===== config.mk =====
export PLATFORM = sky130hd
export DESIGN_NAME = lzrle_ctrl
export DESIGN_NICKNAME = d
export VERILOG_FILES = /design/src/hdl/lzrle_pkg.sv /design/src/hdl/lzrle_ctrl.sv
export SDC_FILE = /design/constraint.sdc
export NUM_CORES = 1
export LEC_CHECK = 0
export BUFFER_PORTS_ARGS = -buffer_cell sky130_fd_sc_hd__buf_4
export CAP_MARGIN = 20
export CORE_UTILIZATION = 55
export DETAILED_ROUTE_END_ITERATION = 12
export GPL_TIMING_DRIVEN = 0
export PLACE_DENSITY = 0.84
export SYNTH_ARGS = -nofsm -noshare
export SYNTH_HDL_FRONTEND = slang
export SYNTH_SLANG_ARGS = --single-unit

===== constraint.sdc =====
create_clock -name clk_i -period 2.2 [get_ports clk_i]
set_input_delay 0.33 -clock clk_i [delete_from_list [all_inputs] [get_ports clk_i]]
set_output_delay 0.33 -clock clk_i [all_outputs]
set_load 0.03 [all_outputs]

===== src/hdl/lzrle_pkg.sv =====
`timescale 1ns / 1ps
// shared types and constants for the lz/rle stream decompressor
// no dependencies

package lzrle_pkg;

  localparam logic [2:0] CMD_RAW  = 3'd0;
  localparam logic [2:0] CMD_FILL = 3'd1;
  localparam logic [2:0] CMD_ALT  = 3'd2;
  localparam logic [2:0] CMD_INC  = 3'd3;

  localparam logic [7:0]  END_MARKER = 8'hFF;
  localparam logic [2:0]  EXT_PREFIX = 3'd7;
  localparam logic [16:0] COUNT_MAX  = 17'h10000;

  typedef struct packed {
    logic        taken;
    logic        valid;
    logic        from_hist;
    logic [7:0]  value;
    logic [16:0] count;
    logic        finished;
    logic        overflow;
  } item_t;

endpackage


===== src/hdl/lzrle_ctrl.sv =====
`timescale 1ns / 1ps
// stream parser and expansion control, one beat per cycle while step_i is high
// issues history reads for copies; uses lzrle_pkg

module lzrle_ctrl
  import lzrle_pkg::*;
#(
  parameter int HISTORY_ADDR_BITS = 16
) (
  input  logic                         clk_i,
  input  logic                         rst_ni,
  input  logic                         cfg_we_i,
  input  logic                         cfg_wdata_i,
  input  logic                         step_i,
  input  logic                         func_i,
  input  logic [7:0]                   data_i,
  output item_t                        item_o,
  output logic                         rd_en_o,
  output logic [HISTORY_ADDR_BITS-1:0] rd_addr_o
);

  localparam logic [2:0] PH_HEADER = 3'd0;
  localparam logic [2:0] PH_EXTLEN = 3'd1;
  localparam logic [2:0] PH_ARG1   = 3'd2;
  localparam logic [2:0] PH_ARG2   = 3'd3;
  localparam logic [2:0] PH_RAW    = 3'd4;
  localparam logic [2:0] PH_EMIT   = 3'd5;
  localparam logic [2:0] PH_DONE   = 3'd6;

  localparam logic [16:0] HistSize = 17'(1) << HISTORY_ADDR_BITS;

  logic [2:0]  phase_q, phase_d;
  logic [2:0]  cmd_q, cmd_d;
  logic [10:0] rem_q, rem_d;
  logic [7:0]  fill_low_q, fill_low_d;
  logic [7:0]  fill_high_q, fill_high_d;
  logic        toggle_q, toggle_d;
  logic [15:0] copy_pos_q, copy_pos_d;
  logic [16:0] wpos_q, wpos_d;
  logic        done_q, done_d;
  logic        ovf_q, ovf_d;
  logic        big_endian_q;

  logic        taken, emit, from_hist;
  logic [7:0]  obyte;
  logic [10:0] rem_dec;

  assign rem_dec = rem_q - 11'd1;

  always_comb begin
    phase_d     = phase_q;
    cmd_d       = cmd_q;
    rem_d       = rem_q;
    fill_low_d  = fill_low_q;
    fill_high_d = fill_high_q;
    toggle_d    = toggle_q;
    copy_pos_d  = copy_pos_q;
    wpos_d      = wpos_q;
    done_d      = done_q;
    ovf_d       = ovf_q;
    taken       = 1'b0;
    emit        = 1'b0;
    from_hist   = 1'b0;
    obyte       = 8'h00;
    rd_en_o     = 1'b0;
    if (step_i) begin
      unique case (phase_q)
        PH_HEADER: begin
          if (func_i) begin
            taken = 1'b1;
            if (data_i == END_MARKER) begin
              done_d  = 1'b1;
              phase_d = PH_DONE;
            end else if (data_i[7:5] == EXT_PREFIX) begin
              cmd_d   = data_i[4:2];
              rem_d   = {1'b0, data_i[1:0], 8'h00};
              phase_d = PH_EXTLEN;
            end else begin
              cmd_d    = data_i[7:5];
              rem_d    = {6'd0, data_i[4:0]} + 11'd1;
              toggle_d = 1'b0;
              phase_d  = (cmd_d == CMD_RAW) ? PH_RAW : PH_ARG1;
            end
          end
        end
        PH_EXTLEN: begin
          if (func_i) begin
            taken    = 1'b1;
            rem_d    = {1'b0, rem_q[9:8], data_i} + 11'd1;
            toggle_d = 1'b0;
            phase_d  = (cmd_q == CMD_RAW) ? PH_RAW : PH_ARG1;
          end
        end
        PH_ARG1: begin
          if (func_i) begin
            taken      = 1'b1;
            fill_low_d = data_i;
            phase_d    = (cmd_q == CMD_FILL || cmd_q == CMD_INC) ? PH_EMIT : PH_ARG2;
          end
        end
        PH_ARG2: begin
          if (func_i) begin
            taken = 1'b1;
            if (cmd_q == CMD_ALT) begin
              fill_high_d = data_i;
            end else if (big_endian_q) begin
              copy_pos_d = {fill_low_q, data_i};
            end else begin
              copy_pos_d = {data_i, fill_low_q};
            end
            phase_d = PH_EMIT;
          end
        end
        PH_RAW: begin
          if (func_i) begin
            taken = 1'b1;
            emit  = 1'b1;
            obyte = data_i;
          end
        end
        PH_EMIT: begin
          emit = 1'b1;
          if (cmd_q == CMD_FILL) begin
            obyte = fill_low_q;
          end else if (cmd_q == CMD_ALT) begin
            obyte    = toggle_q ? fill_high_q : fill_low_q;
            toggle_d = ~toggle_q;
          end else if (cmd_q == CMD_INC) begin
            obyte      = fill_low_q;
            fill_low_d = fill_low_q + 8'd1;
          end else begin
            from_hist  = 1'b1;
            rd_en_o    = 1'b1;
            copy_pos_d = copy_pos_q + 16'd1;
          end
        end
        PH_DONE: begin
        end
        default: begin
          phase_d = PH_HEADER;
        end
      endcase
      if (emit) begin
        if (wpos_q >= HistSize) begin
          ovf_d = 1'b1;
        end
        if (wpos_q < COUNT_MAX) begin
          wpos_d = wpos_q + 17'd1;
        end
        rem_d = rem_dec;
        if (rem_dec == 11'd0) begin
          phase_d = PH_HEADER;
        end
      end
    end
  end

  assign rd_addr_o = copy_pos_q[HISTORY_ADDR_BITS-1:0];

  assign item_o.taken     = taken;
  assign item_o.valid     = emit;
  assign item_o.from_hist = from_hist;
  assign item_o.value     = obyte;
  assign item_o.count     = wpos_d;
  assign item_o.finished  = done_d;
  assign item_o.overflow  = ovf_d;

  always_ff @(posedge clk_i or negedge rst_ni) begin
    if (!rst_ni) begin
      phase_q      <= PH_HEADER;
      cmd_q        <= CMD_RAW;
      rem_q        <= '0;
      fill_low_q   <= '0;
      fill_high_q  <= '0;
      toggle_q     <= 1'b0;
      copy_pos_q   <= '0;
      wpos_q       <= '0;
      done_q       <= 1'b0;
      ovf_q        <= 1'b0;
      big_endian_q <= 1'b0;
    end else begin
      phase_q     <= phase_d;
      cmd_q       <= cmd_d;
      rem_q       <= rem_d;
      fill_low_q  <= fill_low_d;
      fill_high_q <= fill_high_d;
      toggle_q    <= toggle_d;
      copy_pos_q  <= copy_pos_d;
      wpos_q      <= wpos_d;
      done_q      <= done_d;
      ovf_q       <= ovf_d;
      if (cfg_we_i) begin
        big_endian_q <= cfg_wdata_i;
      end
    end
  end

endmodule


==> results.ini <==
[run_status]
outcome = finished with violations
failed_checks = negative setup slack

[floorplan]
core.rowCount = 33
die_area_sq_um = 8970
fp.dieH_um = 94.7
die_x_um = 94.7
start_util_pct = 57.2
num_io_pins = 61
coreArea_sq_um = 8260

[yosys]
yosys.area.top_type = dfrtp_1
ys_ff_latch = 70
ys.flop_type = dfrtp_1
yosys_warnings = 0
syn_area_sq_um = 4730
ys_async_sr_fraction_pct = 100
synth_edf_count = 0
ys_types = 68
yosysMostFrequentCell = dfrtp_1
synth_top_area_share_pct = 37.1
syn_area_per_cell_sq_um = 8.74
syn_inst = 541
syn-num-nets = 561
synthTopCellsByCount = dfrtp_1, nand2_1, a21oi_1, o21ai_0, nor2_1
ys_seq_area_share_pct = 37.1
synth.area.top_cells = dfrtp_1, nand2_1, a21oi_1

[placement]
gp_congestion = 0.919
post-place-ws_ps = -176
io_buffers = 57
hpwlAfterDp_um = 8920
dpl-instance-area_sq_um = 5290

[worst_setup_path]
crit_required_ps = 1870
startpoint = phase_q[2]
reg2reg_from = phase_q[0]
crit_end = item_o[14]
crit_path_frequent_cell = buf_6
cp_cell_sequence = buf_6, buf_6, o21a_4, buf_6, nand3_4, nor3_4, nand2_2, xnor2_2, buf_6
worstSetupPathType = flip-flop to primary output
critPathMaxStageDelay_ps = 410
reg2reg_to = rem_q[2]
r2r_setup_slack_ps = 20
cp.arrival_ps = 2200
critPathSlowestCell = dfrtp_1
rr_worst_depth = 9
setup.worst_path.end_class = primary output
cp-start-kind = flip-flop
cp_max_fo = 3

[timing]
setup_tns_ps = -4720
tightestPinTransition_ps = 923
hold_violations = 0
fin_crit_ps = 2530
slew_violations = 0
skew_ps = 14.4
finalCritPeriodShare_pct = 115
setup_viol = 24
relSlewSlack_pct = 38.4
fin_ws_ps = -327
rsz0062_at_grt = yes
fmax_ghz = 0.396
holdWs_ps = 81.8

[global_route]
use_met1_pct = 43.8
grt_max_degree = 71
top_usage_layer = met2
grt_usage_pct = 34.4
grt_overflow = 0
use_met3_pct = 7.41
antenna_found_initial = 0
grt_pass1_vias = 4683
use_met2_pct = 55.5
grt_pass1_wl_um = 23300

[cts]
path_clk_slew_ps = 80
clk-insertion-delay-late_ps = 370
cts-root-buf = clkbuf_8
cts-buffers-inserted = 9
cts_tree = yes
h-tree-depth = 3
clock_path_buffers = 2
clock_sinks = 70
cts_hold_buf = 0

[power]
p_leak_nw = 2.85
power_per_cell_area_nw_per_um2 = 985
ir_drop_uv = 1070
finalPower_mw = 6.37

[min_path]
hold_path.class = input pin to asynchronous set/reset pin

[routing]
antenna_left = 0
routed_via_density = 6.55
drt_iter0_markers = 621
wl_um = 16000
num_vias = 5000
firstDrtPassIters = 5
post_drt_wl_per_cell_um = 21.0
drc = 0

[finish]
seqCellArea_sq_um = 1760
drive_gt1_share_pct = 36.8
fin_area_sq_um = 6470
final_nets = 673
nFillCells = 489
multi_input_area_sq_um = 3130
antenna_cells = 0
syn2layout_area_growth_pct = 36.8

[run]
cap_violations = 0

-- cell type report --
class,count,area share (%)
clock buffer,10,1.97
sequential,70,27.2
multi-input combinational,415,48.5
timing repair buffer,108,14.9
buffer,36,3.21
tap,105,2.03
clock inverter,6,1.45
inverter,13,0.754
-- worst max-delay path: cells and delay by family, from the launching register on --
kind                   cells  cell delay [ps]
flip-flops                 1              410
XOR/XNOR                   1              250
AO/OA/AOI/OAI              1              170
AND/OR/NAND/NOR            3              490
buffers and inverters      4              510
-- sequential cells by signal, summed over array words and instances (netlist names) --
register / count
rd_addr_o: 16
big_endian_q: 1
wpos_q: 17
phase_q: 3
fill_low_q: 8
toggle_q: 1
ovf_q: 1
cmd_q: 3
rem_q: 11
done_q: 1
fill_high_q: 8
-- worst min-delay path by stage --
stage,cells after the start,start,slack (ps),end
after CTS,1,rst_ni,140,rem_q[7]
after detailed placement,1,ovf_q,450,ovf_q
after floorplan,0,rst_ni,30,big_endian_q
after global placement,1,ovf_q,430,ovf_q
after global routing,1,rst_ni,170,rem_q[7]
final,1,rst_ni,80,wpos_q[0]
-- cells in the final DEF (no fill, tap or decap), types with 7 or more instances in the layout --
| master | Yosys | layout |
|---|---|---|
| o22a_1 | 7 | 7 |
| nor2_1 | 34 | 32 |
| inv_1 | 13 | 11 |
| buf_2 | 15 | 12 |
| nand3_1 | 17 | 14 |
| buf_4 | 8 | 73 |
| buf_6 | 4 | 44 |
| dfrtp_1 | 70 | 64 |
| xnor2_2 | 0 | 8 |
| clkbuf_1 | 15 | 14 |
| clkbuf_8 | 0 | 9 |
| o22ai_1 | 8 | 8 |
| nand2_1 | 62 | 56 |
| mux2_2 | 18 | 17 |
| a21oi_1 | 43 | 43 |
| nor3_1 | 17 | 14 |
| mux2i_1 | 16 | 14 |
| nand4_1 | 12 | 12 |
| o21ai_0 | 39 | 33 |
-- per-stage QoR --
step | util [%] | cells
final | 78.3 | 763
after global routing | 78.3 | 763
after CTS | 73.6 | 747
after detailed placement | 64.1 | 703
after global placement | 64.1 | 703
after floorplan | - | 541
-- where the power goes --
part           switching [mW]  leakage, nW  total, mW  internal (mW)
clock network           0.567        0.107       1.21          0.647
logic                    1.71         1.87       3.00           1.29
registers               0.507        0.867       2.15           1.65
-- cell families (layout without fill, tap and decap cells) --
logic type	after synthesis	count (layout)	synth area share, %
buffers and inverters	56	173	6.14
xor gates and xnor gates	26	26	4.82
muxes	34	34	7.68
adders and majority gates	6	6	1.59
AOI/OAI and AO/OA	145	145	19.9
and+or+nand+nor	204	204	22.8
DFF	70	70	37.1
-- repair_timing --
item / in CTS / in global routing
setup buffers: 29 / 23
gates resized for setup: 73 / 69
pin swaps: 23 / 31
endpoints found under the setup margin: 30 / 40
-- layer usage --
metal  wire length, um  up-vias  part of all wire, %
li1                  -     2178                    -
met2              7700      355                   48
met4               746        0                  4.7
met5                 0        -                    0
met3              1610       84                   10
met1              5980     2383                   37
(Power assumes the default switching activity.)
